### src/rtl/moc_pkg.sv
// ----------------------------------------------------------------------------
// moc_pkg: shared types and constants for the circle merge block
// Payload words, stored blob entry layout and fixed-point constants.
// ----------------------------------------------------------------------------
package moc_pkg;

   localparam int CoordW  = 12;
   localparam int AreaW   = 24;
   localparam int FactorW = 12;
   localparam int RadW    = 20;   // Q8 radius, floor sqrt of a 39-bit value
   localparam int SqInW   = 39;   // (area * 1/pi in Q32) >> 16
   localparam int NumW    = 37;   // coordinate * area, summed over two blobs
   localparam int SumW    = 25;   // two areas summed

   localparam logic [30:0]       INV_PI_Q32 = 31'd1367130551;
   localparam logic [AreaW-1:0]  AREA_MAX   = 24'hFFFFFF;
   localparam logic [63:0]       FAR_LIMIT  = 64'd1 << 29;
   localparam logic [FactorW-1:0] FACTOR_RESET = 12'd256;

   typedef struct packed {
      logic [CoordW-1:0] centre_x;
      logic [CoordW-1:0] centre_y;
      logic [AreaW-1:0]  blob_area;
      logic              last_blob;
   } req_type;

   typedef struct packed {
      logic [CoordW-1:0] merged_x;
      logic [CoordW-1:0] merged_y;
      logic [AreaW-1:0]  merged_area;
      logic              final_result;
   } rsp_type;

   typedef struct packed {
      logic [CoordW-1:0] x;
      logic [CoordW-1:0] y;
      logic [AreaW-1:0]  area;
      logic [RadW-1:0]   radius;
   } entry_type;

endpackage

### src/rtl/moc_mem.sv
// ----------------------------------------------------------------------------
// moc_mem: blob store
// One write port, one read port with registered read data.
// ----------------------------------------------------------------------------
module moc_mem #(
   parameter int DEPTH = 64,
   parameter int AW    = 6
) (
   input  logic                  clock,
   input  logic                  we,
   input  logic [AW-1:0]         waddr,
   input  moc_pkg::entry_type    wdata,
   input  logic [AW-1:0]         raddr,
   output moc_pkg::entry_type    rdata
);
   import moc_pkg::*;

   entry_type mem [DEPTH];
   entry_type rdata_ff;

   always_ff @(posedge clock) begin
      if (we) begin
         mem[waddr] <= wdata;
      end
      rdata_ff <= mem[raddr];
   end

   assign rdata = rdata_ff;

endmodule

### config.mk
export PLATFORM = sky130hd
export DESIGN_NAME = moc_mem
export DESIGN_NICKNAME = d
export VERILOG_FILES = /design/src/rtl/moc_pkg.sv /design/src/rtl/moc_mem.sv
export SDC_FILE = /design/constraint.sdc
export NUM_CORES = 2
export LEC_CHECK = 0
export BUFFER_PORTS_ARGS = -buffer_cell sky130_fd_sc_hd__buf_2
export CELL_PAD_IN_SITES_DETAIL_PLACEMENT = 0
export CELL_PAD_IN_SITES_GLOBAL_PLACEMENT = 1
export CORE_UTILIZATION = 40
export DETAILED_ROUTE_END_ITERATION = 6
export GPL_TIMING_DRIVEN = 1
export PLACE_DENSITY_LB_ADDON = 0.3
export SYNTH_ARGS = -nofsm -noshare
export SYNTH_HDL_FRONTEND = slang
export SYNTH_MEMORY_MAX_BITS = 65536
export SYNTH_SLANG_ARGS = --single-unit
### constraint.sdc
create_clock -name clock -period 7.61 [get_ports clock]
set_input_delay 1.1415 -clock clock [delete_from_list [all_inputs] [get_ports clock]]
set_output_delay 1.1415 -clock clock [all_outputs]
set_load 0.01 [all_outputs]
==> metrics.cfg <==
[logic_synthesis]
synth.cell_area_sq_mm = 0.166
syn-num-nets = 7159
muxShareOfSynthArea_pct = 14.8
yosys_warnings = 0
synth_top_family_by_area = multiplexers
synthCells = 7077
synth_edf_count = 4352
postSynthAreaPerCell_sq_um = 23.4
async_reset_ff_share_pct = 0
ys_seq_area_share_pct = 79.8
synth-xor-area-share_pct = 0
synth_seq_cells = 4420
yosys_most_used_dff = edfxtp_1
synth_compound_area_share_pct = 2.78
yosys.area_share.simple_pct = 1.29
synth_cell_types = 35
synthAdderAreaFrac_pct = 0

[clock_network]
cts_tree = yes
cts.path.max_buffers = 4
htree_num_levels = 5
cts_setup_buffers = 0
clock-root-buffer = clkbuf_16
cts_hold_buffers = 0
clk_pin_slew_ns = 0.06
cts_buffers = 444
clk_latency_ns = 1.00
cts_sinks = 4420
cts_resized = 0

[min_path]
min_path_cells = 4
holdCritPathClass = input pin to flip-flop

[floorplanning]
core_area_sq_mm = 0.411
die_h_um = 645
fp.dieW_um = 645
rows = 235
die-area_sq_mm = 0.416
io_pins = 150
start_util_pct = 40.3

[critical_path]
end_kind = flip-flop
critPathKind = input pin to flip-flop
critPathLaunchType = input pin
critPathMaxFanout = 53
path_common_cell = buf_4
slowest_delay_ns = 0.76
crit_slowest_cell = nor3_1
crit_arrival_ns = 4.79
worst-r2r-setup-slack_ns = 5.72
crit_chain = buf_8 -> buf_4 -> or2_2 -> buf_4 -> o22ai_1 -> nor3_1 -> o211a_1
ff2ff_path_depth = 4
cp.required_ns = 8.53

[cells_and_area]
layout-drive-gt1-share_pct = 26.9
area_growth_pct = 13.5
regArea_sq_mm = 0.132
finish.utilization_pct = 45.7
multi_input_area_sq_mm = 0.0319
finalNetCount = 7559
fillers = 33598

[global_routing]
antenna_found_initial = 58
track_usage_pct = 23.0
grt_pass1_wl_mm = 665
first_global_vias = 80953
grt_max_degree = 117
grt_overflow = 0

[placed_design]
portBuffers = 149
gp_congestion = 0.792
hpwl_mm = 257

[timing]
setup_tns_ns = 0
setup_violations = 0
clock_skew_ns = 0.0366
tightest_slew_ns = 1.35
max_freq_ghz = 0.258
fin_crit_ns = 3.87
final_hold_viol_count = 0
slew_headroom_pct = 9.88
drv_slew = 0
finalCritPeriodShare_pct = 50.9
grt_setup_unrepaired = no
holdWs_ns = 0.730

[power_and_ir_drop]
pwr-share-clk_pct = 42.1
seqPwrFrac_pct = 53.4
combPwrFrac_pct = 4.5
irDropWorstVdd_mv = 0.216
p_switching_w = 0.0109
power.density_mw_per_mm2 = 270
p_int_w = 0.0398
fin_total_pwr_w = 0.0507
switching_share_pct = 21.5
leakage_nw = 57.7

[status]
status = completed

[routing]
met3_length_mm = 46.4
routed_via_density = 6.12
wl_met2_mm = 228
firstDrtPassIters = 6
drc = 0
wl_met1_mm = 198
dr.first_iter.drc_count = 10971
detail-route-antenna-nets = 0
routed.top_layer = met5
wl_per_cell_um = 36.3
vias = 81634
wirelength_mm = 485

[job]
maxCapViolations = 0

-- final timing paths --
| check | from | to |
|---|---|---|
| hold / removal | raddr[4] | rdata[21] |
| hold reg to reg | mem[6][32] | rdata[32] |
| setup / recovery | raddr[2] | rdata[2] |
| setup reg to reg | mem[39][18] | rdata[18] |
-- cell usage in the layout (no fill, tap or decap), types with 60 or more instances in the layout --
cell type / count
clkinv_2: 83
nor2b_1: 81
nor3_1: 101
nor2_4: 63
clkinv_1: 111
clkbuf_1: 97
o22ai_1: 370
edfxtp_1: 4352
mux4_2: 1031
a22oi_1: 60
buf_4: 184
a211oi_1: 108
buf_2: 144
mux2i_1: 130
dfxtp_1: 68
clkbuf_16: 449
-- layout make-up --
cell class / count / area share [%]
flip-flops and latches: 4420 / 70.3
clock buffers: 563 / 6.30
well taps: 5451 / 3.63
repair buffers: 367 / 1.52
clock inverters: 267 / 1.23
multi-input cells: 2243 / 17.0
diodes: 33 / 0.0440
inverters: 1 / 0.00333
-- worst max-delay path, delay by kind of cell --
| family | cells | cell delay (ns) |
|---|---|---|
| AO/OA/AOI/OAI | 2 | 0.41 |
| buffers and inverters | 3 | 1.58 |
| AND/OR/NAND/NOR | 2 | 1.46 |
-- cell usage after synthesis (38+ instances only) --
cell type	number	share of area (%)
dfxtp_1	68	0.82
a211oi_1	108	0.49
nor3_1	103	0.31
buf_1	38	0.086
a22oi_1	60	0.27
o22ai_1	370	1.4
mux2i_1	130	0.79
mux4_2	1031	14
clkbuf_1	185	0.42
nor2_1	86	0.20
o22a_1	56	0.30
buf_6	39	0.27
nor4_1	56	0.21
nor2b_1	84	0.32
edfxtp_1	4352	79
buf_2	83	0.25
buf_4	68	0.31
-- routing by layer --
metal | global-route usage [%] | up-vias
met4 | 5.44 | 16
met5 | 0 | -
met1 | 33.7 | 45244
met3 | 3.80 | 668
met2 | 36.1 | 4222
li1 | - | 31484
-- power groups by stage --
stage	registers (W)	logic (W)	clock network (W)
2_1_floorplan	0.0275	0.00125	0
3_3_place_gp	0.0276	0.00225	0
3_5_place_dp	0.0276	0.00229	0
6_report	0.0271	0.00227	0.0214
4_1_cts	0.0271	0.00229	0.0216
5_1_grt	0.0271	0.00240	0.0225
-- metrics by stage --
| stage | instance area, sq um | instances | setup WS, ns |
|---|---|---|---|
| after CTS | 188000 | 13312 | 3.85 |
| after global routing | 188000 | 13336 | 3.68 |
| after floorplan | 166000 | 7077 | 0.777 |
| final | 188000 | 13345 | 3.74 |
| after global placement | 174000 | 12482 | 2.79 |
| after detailed placement | 174000 | 12482 | 2.80 |
-- flip-flops by register name (all words and copies together), names as in the netlist --
| register | count |
|---|---|
| rdata | 68 |
| mem | 4352 |
-- cell families after synthesis --
group	count (synthesis)
multiplexers	1161
AND/OR/NAND/NOR	413
flip-flops	4420
AO/OA/AOI/OAI	669
buffers and inverters	414
Note: power is estimated with default switching activity, not from simulation.
