## src/rtl/moc_pkg.sv

```systemverilog
// ----------------------------------------------------------------------------
// moc_pkg: shared types and constants for the circle merge block
// Payload words, stored blob entry layout and fixed-point constants.
// ----------------------------------------------------------------------------
package moc_pkg;

   localparam int CoordW  = 12;
   localparam int AreaW   = 24;
   localparam int FactorW = 12;
   localparam int RadW    = 20;   // Q8 radius, floor sqrt of a 39-bit value
   localparam int SqInW   = 39;   // (area * 1/pi in Q32) >> 16
   localparam int NumW    = 37;   // coordinate * area, summed over two blobs
   localparam int SumW    = 25;   // two areas summed

   localparam logic [30:0]       INV_PI_Q32 = 31'd1367130551;
   localparam logic [AreaW-1:0]  AREA_MAX   = 24'hFFFFFF;
   localparam logic [63:0]       FAR_LIMIT  = 64'd1 << 29;
   localparam logic [FactorW-1:0] FACTOR_RESET = 12'd256;

   typedef struct packed {
      logic [CoordW-1:0] centre_x;
      logic [CoordW-1:0] centre_y;
      logic [AreaW-1:0]  blob_area;
      logic              last_blob;
   } req_type;

   typedef struct packed {
      logic [CoordW-1:0] merged_x;
      logic [CoordW-1:0] merged_y;
      logic [AreaW-1:0]  merged_area;
      logic              final_result;
   } rsp_type;

   typedef struct packed {
      logic [CoordW-1:0] x;
      logic [CoordW-1:0] y;
      logic [AreaW-1:0]  area;
      logic [RadW-1:0]   radius;
   } entry_type;

endpackage

```

## src/rtl/moc_div.sv

```systemverilog
// ----------------------------------------------------------------------------
// moc_div: iterative restoring divider for the weighted centroid
// Quotient known below 4096; one quotient bit per cycle.
// ----------------------------------------------------------------------------
module moc_div (
   input  logic                          clock,
   input  logic                          reset,
   input  logic                          start,
   input  logic [moc_pkg::NumW-1:0]      num,
   input  logic [moc_pkg::SumW-1:0]      den,
   output logic                          done,
   output logic [moc_pkg::CoordW-1:0]    quot
);
   import moc_pkg::*;

   logic [NumW-1:0]   rem_ff, rem_in, dsh_ff, dsh_in;
   logic [CoordW-1:0] q_ff, q_in;
   logic [3:0]        cnt_ff, cnt_in;
   logic              busy_ff, busy_in, done_ff, done_in;

   always_comb begin
      rem_in  = rem_ff;
      dsh_in  = dsh_ff;
      q_in    = q_ff;
      cnt_in  = cnt_ff;
      busy_in = busy_ff;
      done_in = 1'b0;
      if (start) begin
         rem_in  = num;
         dsh_in  = NumW'({den, 11'b0});
         q_in    = '0;
         cnt_in  = '0;
         busy_in = 1'b1;
      end else if (busy_ff) begin
         if (rem_ff >= dsh_ff) begin
            rem_in = rem_ff - dsh_ff;
            q_in   = {q_ff[CoordW-2:0], 1'b1};
         end else begin
            q_in   = {q_ff[CoordW-2:0], 1'b0};
         end
         dsh_in = dsh_ff >> 1;
         cnt_in = cnt_ff + 4'd1;
         if (cnt_ff == 4'(CoordW - 1)) begin
            busy_in = 1'b0;
            done_in = 1'b1;
         end
      end
   end

   always_ff @(posedge clock) begin
      rem_ff <= rem_in;
      dsh_ff <= dsh_in;
      q_ff   <= q_in;
      cnt_ff <= cnt_in;
      if (reset) begin
         busy_ff <= 1'b0;
         done_ff <= 1'b0;
      end else begin
         busy_ff <= busy_in;
         done_ff <= done_in;
      end
   end

   assign done = done_ff;
   assign quot = q_ff;

endmodule

```

## config.mk

```make
export PLATFORM = sky130hd
export DESIGN_NAME = moc_div
export DESIGN_NICKNAME = d
export VERILOG_FILES = /design/src/rtl/moc_pkg.sv /design/src/rtl/moc_div.sv
export SDC_FILE = /design/constraint.sdc
export NUM_CORES = 1
export LEC_CHECK = 0
export BUFFER_PORTS_ARGS = -buffer_cell sky130_fd_sc_hd__buf_4
export CORE_MARGIN = 1.5
export CORE_UTILIZATION = 25
export CTS_BUF_LIST = sky130_fd_sc_hd__clkbuf_4 sky130_fd_sc_hd__clkbuf_8
export DETAILED_ROUTE_END_ITERATION = 10
export PLACE_DENSITY = 0.38
export REMOVE_ABC_BUFFERS = 1
export SKIP_CTS_REPAIR_TIMING = 1
export SYNTH_ARGS = -nofsm -noshare
export SYNTH_HDL_FRONTEND = slang
export SYNTH_SLANG_ARGS = --single-unit
```

## constraint.sdc

```tcl
create_clock -name clock -period 4.6 [get_ports clock]
set_clock_uncertainty 0.2 [all_clocks]
set_input_delay 0.23 -clock clock [delete_from_list [all_inputs] [get_ports clock]]
set_output_delay 0.23 -clock clock [all_outputs]
set_load 0.01 [all_outputs]
```

==> results.sh <==
export IMPL_clock_root_buffer="clkbuf_8"
export IMPL_die_x_um=156.7
export IMPL_cap_viol_max_count=0
export IMPL_tns_ns=0
export IMPL_status="complete, but fails checks"
export IMPL_worstSetupPathType="flip-flop to flip-flop"
export IMPL_failed_checks="negative hold slack"
export IMPL_drv_slew=0
export IMPL_wire_per_inst_um=14.14
export IMPL_yosysUniqueCellTypes=65
export IMPL_port_buffers=77
export IMPL_synth_most_common_cell="nand2_1"
export IMPL_ys_top_cells_by_count="nand2_1, edfxtp_1, o21ai_0"
export IMPL_syn_avg_cell_area_um2=8.898
export IMPL_yosysSeqAreaShare_pct=41.34
export IMPL_synth_compound_area_share_pct=20.75
export IMPL_power_density_nw_per_um2=429.3
export IMPL_synth_top_family_by_area="compound AO/OA/AOI/OAI gates"
export IMPL_grt_pass1_wl_um=25050
export IMPL_synth_seq_cells=91
export IMPL_setup_viol_count_final=0
export IMPL_cts_tree="done"
export IMPL_dieArea_um2=24560
export IMPL_ant_nets=0
export IMPL_setup_worst_path_end_class="flip-flop"
export IMPL_cts_buffers=9
export IMPL_grt_usage_pct=12.92
export IMPL_dr_pass1_iters=7
export IMPL_yosys_area_share_simple_pct=16.22
export IMPL_fmax_mhz=267.2
export IMPL_finalPower_mw=3.265
export IMPL_hold_viol=2
export IMPL_finish_utilization_pct=32.60
export IMPL_hold_ws_ns=-0.01677
export IMPL_drtIter0Drc=243
export IMPL_synth_area_leaders="edfxtp_1, dfxtp_1, ha_1, nand2_1, o21ai_0"
export IMPL_synth_xor_area_share_pct=4.151
export IMPL_startpoint_type="flip-flop"
export IMPL_yosysWarnings=0
export IMPL_min_period_ns=3.743
export IMPL_drc=0
export IMPL_dr_total_vias=5032
export IMPL_netlist_area_um2=5908
export IMPL_vias_per_cell=4.554
export IMPL_cts_sinks=91
export IMPL_htreeDepth=3
export IMPL_die_y_um=156.7
export IMPL_synth_mux_area_share_pct=4.257
export IMPL_grt_overflow=0
export IMPL_gp_congestion=0.7553
export IMPL_core_area_um2=23330
export IMPL_start_util_pct=25.32
export IMPL_rsz0062_at_grt="no"
export IMPL_num_antenna_cells=0
export IMPL_tightest_slew_ns=0.7920
export IMPL_clk_pin_slew_worst_paths_ns=0.10
export IMPL_required_ns=4.47
export IMPL_layout_drive_gt1_share_pct=14.50
export IMPL_grt_max_degree=124
export IMPL_synthAdderAreaFrac_pct=8.175
export IMPL_rows=56
export IMPL_synth_edff_count=62
export IMPL_area_delta_synth_final_pct=28.74
export IMPL_grt_antenna_before_repair=0
export IMPL_pin_count=78
export IMPL_hpwlAfterDp_um=11240
export IMPL_hold_path_class="input port to flip-flop"
export IMPL_synth_cells=664
export IMPL_grt_pass1_vias=4909
export IMPL_cp_data_arrival_time_ns=3.61
export IMPL_ys_flop_type="edfxtp_1"
export IMPL_finalCritPeriodShare_pct=81.36
export IMPL_clkLatencyLatePin_ns=0.39
export IMPL_synth_largest_area_cell="edfxtp_1"
export IMPL_cts_path_max_buffers=2
export IMPL_critPathMaxFanout=18
export IMPL_ys_async_sr_fraction_pct=0
export IMPL_nets=884
export IMPL_leakage_nw=3.163
export IMPL_synth_top_area_share_pct=31.51
export IMPL_relSlewSlack_pct=46.53
export IMPL_drt_wl_total_um=15630
export IMPL_max_vdd_ir_drop_v=0.0001554
-- layer usage --
metal / global-route usage, % / vias to the layer above / wire length, um
li1: - / 2587 / -
met1: 18.00 / 2332 / 7935
met2: 20.42 / 103 / 6979
met3: 1.966 / 10 / 530
met4: 4.127 / 0 / 185
met5: 0 / - / 0
-- final timing paths --
kind	from	endpoint	slack, ns	depth (start not counted)
worst max-delay path	dsh_ff[12]	rem_ff[16]	0.86	11
worst min-delay path	num[18]	rem_ff[18]	-0.02	3
worst max register to register	dsh_ff[12]	rem_ff[16]	0.86	11
worst min register to register	quot[11]	quot[11]	0.32	2
-- registers in the layout, summed over array words and instances, names as in the netlist --
register / flops
rem_ff: 37
dsh_ff: 36
quot: 12
cnt_ff: 4
busy_ff: 1
done: 1
-- cell usage in the layout, fill, tap and decap left out, types with 24 or more instances in the layout --
cell,Yosys,layout
dfxtp_1,29,28
buf_4,0,80
dlygate4sd3_1,0,57
nand2_1,109,109
edfxtp_1,62,62
mux2i_1,24,24
nor2_1,48,48
o21ai_0,60,60
a21oi_1,35,35
a21o_1,30,30
ha_1,37,37
inv_1,48,48
-- cells by family (layout without fill, tap and decap cells) --
group / Yosys count / count (layout)
flops: 91 / 91
xor+xnor: 28 / 28
simple gates: 216 / 216
mux: 25 / 25
buf+inv: 80 / 202
fa+ha+maj: 38 / 38
compound gates: 186 / 186
-- report_power, final --
| group | total (mW) | internal [mW] | switching (mW) |
|---|---|---|---|
| Sequential | 1.11 | 1.05 | 0.0559 |
| Clock | 0.651 | 0.316 | 0.335 |
| Combinational | 1.50 | 0.630 | 0.873 |
| Total | 3.27 | 2.00 | 1.26 |
-- cell type report --
| class | instances | area [um2] |
|---|---|---|
| fill | 2502 | 15730 |
| multi-input combinational | 493 | 3164 |
| sequential | 91 | 2444 |
| timing repair buffer | 138 | 1191 |
| tap | 319 | 399.1 |
| inverter | 48 | 180.2 |
| clock buffer | 9 | 123.9 |
| clock inverter | 7 | 103.9 |
-- through the flow --
| stage | area [um2] | instances | setup slack (ns) |
|---|---|---|---|
| 2_1_floorplan | 5787 | 632 | 0.9519 |
| 3_3_place_gp | 6808 | 1032 | 0.9145 |
| 3_5_place_dp | 6808 | 1032 | 0.8632 |
| 4_1_cts | 7036 | 1048 | 0.8129 |
| 5_1_grt | 7606 | 1105 | 0.6539 |
| 6_report | 7606 | 1105 | 0.8572 |
-- critical path, cell delays in order, from the launching register on --
cell      delay [ns]
edfxtp_1        0.37
inv_1           0.05
ha_1            0.42
nand2_1         0.12
or3_1           0.40
a211oi_2        0.33
o311a_4         0.24
o2111a_1        0.19
nor3_2          0.06
a21o_1          0.18
nand2b_1        0.45
buf_4           0.39
(Power assumes the default switching activity.)
