<file path="config.mk">
export PLATFORM = sky130hd
export DESIGN_NAME = moc_sqrt
export DESIGN_NICKNAME = d
export VERILOG_FILES = /design/src/rtl/moc_pkg.sv /design/src/rtl/moc_sqrt.sv
export SDC_FILE = /design/constraint.sdc
export NUM_CORES = 1
export LEC_CHECK = 0
export BUFFER_PORTS_ARGS = -buffer_cell sky130_fd_sc_hd__buf_2
export CAP_MARGIN = 25
export CORE_MARGIN = 8
export CORE_UTILIZATION = 45
export DETAILED_ROUTE_END_ITERATION = 10
export SETUP_SLACK_MARGIN = 0.2
export SYNTH_ARGS = -nofsm -noshare
export SYNTH_HDL_FRONTEND = slang
export SYNTH_SLANG_ARGS = --single-unit
</file>
<file path="constraint.sdc">
create_clock -name clock -period 7.7 [get_ports clock]
set_input_delay 1.54 -clock clock [delete_from_list [all_inputs] [get_ports clock]]
set_output_delay 1.54 -clock clock [all_outputs]
set_load 0.005 [all_outputs]
</file>
<file path="src/rtl/moc_pkg.sv">
// ----------------------------------------------------------------------------
// moc_pkg: shared types and constants for the circle merge block
// Payload words, stored blob entry layout and fixed-point constants.
// ----------------------------------------------------------------------------
package moc_pkg;

   localparam int CoordW  = 12;
   localparam int AreaW   = 24;
   localparam int FactorW = 12;
   localparam int RadW    = 20;   // Q8 radius, floor sqrt of a 39-bit value
   localparam int SqInW   = 39;   // (area * 1/pi in Q32) >> 16
   localparam int NumW    = 37;   // coordinate * area, summed over two blobs
   localparam int SumW    = 25;   // two areas summed

   localparam logic [30:0]       INV_PI_Q32 = 31'd1367130551;
   localparam logic [AreaW-1:0]  AREA_MAX   = 24'hFFFFFF;
   localparam logic [63:0]       FAR_LIMIT  = 64'd1 << 29;
   localparam logic [FactorW-1:0] FACTOR_RESET = 12'd256;

   typedef struct packed {
      logic [CoordW-1:0] centre_x;
      logic [CoordW-1:0] centre_y;
      logic [AreaW-1:0]  blob_area;
      logic              last_blob;
   } req_type;

   typedef struct packed {
      logic [CoordW-1:0] merged_x;
      logic [CoordW-1:0] merged_y;
      logic [AreaW-1:0]  merged_area;
      logic              final_result;
   } rsp_type;

   typedef struct packed {
      logic [CoordW-1:0] x;
      logic [CoordW-1:0] y;
      logic [AreaW-1:0]  area;
      logic [RadW-1:0]   radius;
   } entry_type;

endpackage

</file>
<file path="src/rtl/moc_sqrt.sv">
// ----------------------------------------------------------------------------
// moc_sqrt: iterative integer square root
// One result bit per cycle, floor sqrt of a 39-bit value.
// ----------------------------------------------------------------------------
module moc_sqrt (
   input  logic                         clock,
   input  logic                         reset,
   input  logic                         start,
   input  logic [moc_pkg::SqInW-1:0]    value,
   output logic                         done,
   output logic [moc_pkg::RadW-1:0]     root
);
   import moc_pkg::*;

   logic [39:0] v_ff, v_in, res_ff, res_in, bit_ff, bit_in;
   logic [4:0]  cnt_ff, cnt_in;
   logic        busy_ff, busy_in, done_ff, done_in;
   logic [39:0] trial;

   always_comb begin
      trial   = res_ff + bit_ff;
      v_in    = v_ff;
      res_in  = res_ff;
      bit_in  = bit_ff;
      cnt_in  = cnt_ff;
      busy_in = busy_ff;
      done_in = 1'b0;
      if (start) begin
         v_in    = {1'b0, value};
         res_in  = '0;
         bit_in  = 40'd1 << 38;
         cnt_in  = '0;
         busy_in = 1'b1;
      end else if (busy_ff) begin
         if (v_ff >= trial) begin
            v_in   = v_ff - trial;
            res_in = (res_ff >> 1) + bit_ff;
         end else begin
            res_in = res_ff >> 1;
         end
         bit_in = bit_ff >> 2;
         cnt_in = cnt_ff + 5'd1;
         if (cnt_ff == 5'(RadW - 1)) begin
            busy_in = 1'b0;
            done_in = 1'b1;
         end
      end
   end

   always_ff @(posedge clock) begin
      v_ff   <= v_in;
      res_ff <= res_in;
      bit_ff <= bit_in;
      cnt_ff <= cnt_in;
      if (reset) begin
         busy_ff <= 1'b0;
         done_ff <= 1'b0;
      end else begin
         busy_ff <= busy_in;
         done_ff <= done_in;
      end
   end

   assign done = done_ff;
   assign root = res_ff[RadW-1:0];

endmodule

</file>
==> report_table.html <==
<table>
<tr><th>Metric</th><th>Value</th></tr>
<tr><th colspan="2">Status</th></tr>
<tr><td>Run status</td><td>finished clean</td></tr>
<tr><th colspan="2">Placed design</th></tr>
<tr><td>Placed instance count</td><td>1,411</td></tr>
<tr><td>Detailed-placement wirelength estimate</td><td>17,990 um</td></tr>
<tr><td>Area after detailed placement</td><td>0.009534 mm2</td></tr>
<tr><td>Pre-CTS setup slack</td><td>~1.8 ns</td></tr>
<tr><td>GPL Wtd Cong</td><td>roughly 0.89</td></tr>
<tr><td>Buffers added on ports</td><td>62</td></tr>
<tr><th colspan="2">Clock network</th></tr>
<tr><td>Setup repair bufs after CTS</td><td>0</td></tr>
<tr><td>Max H-tree Level</td><td>3</td></tr>
<tr><td>Cell at the root of the clock tree</td><td>clkbuf_16</td></tr>
<tr><td>CTS tree</td><td>built</td></tr>
<tr><td>Number of buffers created by CTS</td><td>9</td></tr>
<tr><td># resized after CTS</td><td>0</td></tr>
<tr><td># hold bufs at CTS</td><td>0</td></tr>
<tr><td>Clock insertion delay at the later pin of the skew report</td><td>about 0.36 ns</td></tr>
<tr><td>Longest Clk Path Bufs</td><td>2</td></tr>
<tr><td>Clock slew at reported path FFs</td><td>about 0.080 ns</td></tr>
<tr><td>Number of sinks on the clock net</td><td>107</td></tr>
<tr><th colspan="2">Global route</th></tr>
<tr><td>Global routing usage summed across all routing layers</td><td>a little under a fifth</td></tr>
<tr><td>Number of global-route vias before repair</td><td>~7,900</td></tr>
<tr><td>First-pass GRT wire length</td><td>between 30,000 and 40,000 um</td></tr>
<tr><td>Maximum number of pins on one net before global-route repair</td><td>between 60 and 70</td></tr>
<tr><td>Number of antenna violations at the first check in global routing</td><td>0</td></tr>
<tr><td>GR Overflow Total</td><td>0</td></tr>
<tr><th colspan="2">Timing</th></tr>
<tr><td>Setup violators final</td><td>0</td></tr>
<tr><td>Slew margin rel.</td><td>49.97%</td></tr>
<tr><td>Time the final worst path needs with I/O delays and setup</td><td>roughly 6.0 ns</td></tr>
<tr><td>Final max-slew violation count</td><td>0</td></tr>
<tr><td>Final critical-path share of the clock period</td><td>77.86%</td></tr>
<tr><td>Setup slack after layout</td><td>approximately 1.7 ns</td></tr>
<tr><td>Setup clock skew after layout</td><td>approximately 0.015 ns</td></tr>
<tr><td>Final Hold Violating Endpoints</td><td>0</td></tr>
<tr><td>Max Clock Freq</td><td>between 0.15 and 0.2 GHz</td></tr>
<tr><td>Setup repair after global routing missed its margin</td><td>no</td></tr>
<tr><td>Total Negative Setup Slacks</td><td>0 ns</td></tr>
<tr><td>Least-Margin Pin Slew</td><td>0.7441 ns</td></tr>
<tr><th colspan="2">Synth</th></tr>
<tr><td>Synthesized area per cell</td><td>7.995 um2</td></tr>
<tr><td>Share of synthesized registers carrying an async set or reset</td><td>0%</td></tr>
<tr><td>Synthesis-stage register bit count</td><td>107</td></tr>
<tr><td>Count of yosys warnings during synthesis</td><td>0</td></tr>
<tr><td>Count of flip-flops with a built-in enable after synthesis</td><td>39</td></tr>
<tr><td>Post-synth design cell area</td><td>between 0.009 and 0.01 mm2</td></tr>
<tr><td>Leading register cell type out of synthesis</td><td>dfxtp_1</td></tr>
<tr><td>Net count of the mapped netlist</td><td>1,278</td></tr>
<tr><td>Mapped Cells</td><td>around 1,200</td></tr>
<tr><td>Register area share after synthesis</td><td>around 27%</td></tr>
<tr><td>Synth unique cells</td><td>65</td></tr>
<tr><th colspan="2">Drt</th></tr>
<tr><td>Routed length per instance</td><td>between 15 and 20 um</td></tr>
<tr><td>Via density</td><td>~5.8</td></tr>
<tr><td>Iteration count of the initial detailed-routing pass</td><td>5</td></tr>
<tr><td>Antenna-violating nets left</td><td>0</td></tr>
<tr><td>Post-route DRC</td><td>0</td></tr>
<tr><td>Starting DRC count in detailed routing</td><td>630</td></tr>
<tr><td>Detailed Route WL</td><td>around 24,000 um</td></tr>
<tr><td>Vias after detailed routing</td><td>between 8,000 and 9,000</td></tr>
<tr><th colspan="2">Run</th></tr>
<tr><td>Maximum Capacitance Violations</td><td>0</td></tr>
<tr><th colspan="2">Worst setup path</th></tr>
<tr><td>Start of the worst register-to-register path</td><td>res_ff[0]</td></tr>
<tr><td>Cell type group with the largest total delay on the critical path</td><td>compound AO/OA/AOI/OAI gates</td></tr>
<tr><td>Worst path bufs/invs</td><td>2</td></tr>
<tr><td>Launching element type of the critical path</td><td>flip-flop</td></tr>
<tr><td>Stage delay of the slowest cell on the critical path</td><td>roughly 0.5 ns</td></tr>
<tr><td>Critical path class</td><td>reg -&gt; reg</td></tr>
<tr><td>Highest net fanout along the worst path</td><td>34</td></tr>
<tr><td>Cell Chain, Critical Path</td><td>ha_1 -&gt; ha_1 -&gt; a211oi_1 -&gt; o31ai_1 -&gt; a41o_1 -&gt; a211oi_1 -&gt; a21oi_1 -&gt; a21o_1 -&gt; nor2b_1 -&gt; o21ai_0 -&gt; xor2_1 -&gt; ha_1 -&gt; and3_1 -&gt; and2_1 -&gt; nand4_1 -&gt; o21ai_0 -&gt; nor3b_1 -&gt; a21oi_2 -&gt; buf_4 -&gt; nand2_1 -&gt; nand2b_2 -&gt; buf_16</td></tr>
<tr><td>Worst EP arrival</td><td>between 6 and 7 ns</td></tr>
<tr><td>First element of the critical path</td><td>res_ff[0]</td></tr>
<tr><td>Data required time at the worst endpoint</td><td>roughly 7.8 ns</td></tr>
<tr><td>Endpoint kind of the worst setup timing path</td><td>flip-flop</td></tr>
<tr><td>Highest-delay cell along the critical path</td><td>nand2b_2</td></tr>
<tr><td>Most repeated library cell on the critical path</td><td>ha_1</td></tr>
<tr><th colspan="2">Final layout</th></tr>
<tr><td>Filler cell count</td><td>roughly 2,000</td></tr>
<tr><td>Multi-input gate area</td><td>0.006177 mm2</td></tr>
<tr><td>Fraction of layout cells with a size suffix above 1</td><td>under 10%</td></tr>
<tr><td>Post-Layout Cell Count</td><td>approximately 1,400</td></tr>
<tr><td>Seq. cell area</td><td>around 0.0025 mm2</td></tr>
<tr><td># nets final</td><td>1,278</td></tr>
<tr><td>Count of inserted antenna diode cells</td><td>0</td></tr>
<tr><td>Signed area change from the synthesized netlist to the final layout</td><td>6.657%</td></tr>
<tr><td>Total non-filler cell area in the finished layout</td><td>between 0.009 and 0.01 mm2</td></tr>
<tr><td>Fraction of the core area covered by cells at the end of the flow</td><td>48.70%</td></tr>
<tr><th colspan="2">Hold path</th></tr>
<tr><td>Hold wc startpoint</td><td>res_ff[0]</td></tr>
<tr><td>Tightest Hold Check Type</td><td>reg -&gt; reg</td></tr>
<tr><th colspan="2">Floorplan</th></tr>
<tr><td>Horizontal die dimension</td><td>approximately 160 um</td></tr>
<tr><td>Count of boundary I/O pins</td><td>63</td></tr>
<tr><td>Chip height</td><td>around 160 um</td></tr>
<tr><td>Starting density of the core</td><td>45.66%</td></tr>
<tr><td>Total Die Area</td><td>between 0.02 and 0.03 mm2</td></tr>
<tr><td>Placeable core area</td><td>0.02017 mm2</td></tr>
<tr><td>Core Rows</td><td>52</td></tr>
<tr><th colspan="2">Power and ir drop</th></tr>
<tr><td>VDD IR-drop max</td><td>about 0.0003 V</td></tr>
<tr><td>Power density over cell area</td><td>376.1 mW/mm2</td></tr>
<tr><td>P_leak</td><td>approximately 3.8 nW</td></tr>
</table>
[layout make-up]
class                           instances  share of cell area (%)
Clock inverter                          5                  0.3439
Timing Repair Buffer                   69                   3.923
Sequential cell                       107                   25.82
Inverter                               26                  0.9935
Tap cell                              270                   3.439
Multi-Input combinational cell        939                   62.88
Clock buffer                           11                   2.598
[synth_stat cells, types with 7 or more instances]
library cell  instances  area share [%]
a31oi_1              43             2.9
nor2_1              105             4.3
or3_1                12            0.82
o21a_1               12            0.98
dfxtp_1              68              15
o21ai_0              98             5.3
edfxtp_1             39              13
nor2b_1               7            0.48
o31ai_1               7            0.57
a311oi_1             17             1.6
a21o_1               24             2.0
and2_1                7            0.48
ha_1                 83              11
a21oi_1              74             4.0
nand3_1              19             1.0
clkbuf_1             47             1.9
mux2i_1              26             2.8
nand4_1              19             1.3
nand2_1             141             5.7
nor3_1               16            0.87
buf_4                24             2.0
xnor2_1              38             3.6
o211ai_1              8            0.65
o21bai_1             12            0.98
xor2_1               57             5.4
a221oi_1              8            0.76
inv_1                25             1.0
a211oi_1             26             2.1
[through the flow]
step	power, mW	hold slack (ns)
CTS	3.697	0.5127
finish	3.695	0.5094
global placement	3.195	0.4942
detailed placement	3.210	0.5018
global route	4.013	0.5324
floorplan	2.701	0.4777
[where the power goes]
part | internal, mW | leakage [nW] | switching, mW | total, mW
clock network | 0.242 | 0.148 | 0.227 | 0.469
logic | 0.875 | 2.72 | 1.41 | 2.28
registers | 0.798 | 0.946 | 0.143 | 0.941
total | 1.92 | 3.81 | 1.78 | 3.69
[final timing paths]
check / end / slack [ns] / cells after the start
worst min-delay path: res_ff[0] / 0.51 / 2
worst max register to register: v_ff[14] / 1.71 / 22
worst max-delay path: v_ff[14] / 1.71 / 22
worst min register to register: res_ff[0] / 0.51 / 2
[routing by layer]
layer | up-vias | global-route usage [%] | part of all wire [%]
met3 | 12 | 3.283 | 4.5
li1 | 4245 | - | -
met4 | 0 | 3.731 | 0.75
met5 | - | 0 | 0
met1 | 3864 | 25.67 | 50
met2 | 182 | 30.38 | 44
[flip-flops by register name, indices dropped and copies added, names as in the netlist]
signal,cells
cnt_ff,5
busy_ff,1
v_ff,40
bit_ff,20
done,1
res_ff,40
[cell families after synthesis]
group	after synthesis	synth area share, %
adders and majority gates	84	11.49
and+or+nand+nor	362	17.74
muxes	27	2.948
DFF	107	27.50
AOI/OAI and AO/OA	371	25.83
buffers and inverters	106	5.461
xor gates and xnor gates	95	9.034
[worst reg2reg max path: stages, from the launching register on]
cell and delay (ns):
dfxtp_1 0.33, ha_1 0.23, ha_1 0.24, a211oi_1 0.34, o31ai_1 0.18, a41o_1 0.34
a211oi_1 0.40, a21oi_1 0.23, a21o_1 0.25, nor2b_1 0.13, o21ai_0 0.18, xor2_1 0.11
ha_1 0.39, and3_1 0.24, and2_1 0.18, nand4_1 0.12, o21ai_0 0.23, nor3b_1 0.11
a21oi_2 0.15, buf_4 0.37, nand2_1 0.18, nand2b_2 0.50, buf_16 0.24
[placed cells by master (no fill, tap or decap), types with 10 or more instances in the layout]
cell	netlist	final
o21ai_0	98	98
xnor2_1	38	38
xor2_1	57	57
o21bai_1	12	12
a21oi_1	74	74
nand4_1	19	19
a311oi_1	17	17
dfxtp_1	68	67
buf_2	6	61
inv_1	25	25
ha_1	83	83
mux2i_1	26	26
clkbuf_16	0	10
edfxtp_1	39	39
nand3_1	19	19
a21o_1	24	24
a211oi_1	26	26
nand2_1	141	141
o21a_1	12	12
nor2_1	105	105
a31oi_1	43	43
nor3_1	16	16
or3_1	12	12
No activity file was read; power rests on OpenSTA's default activity.
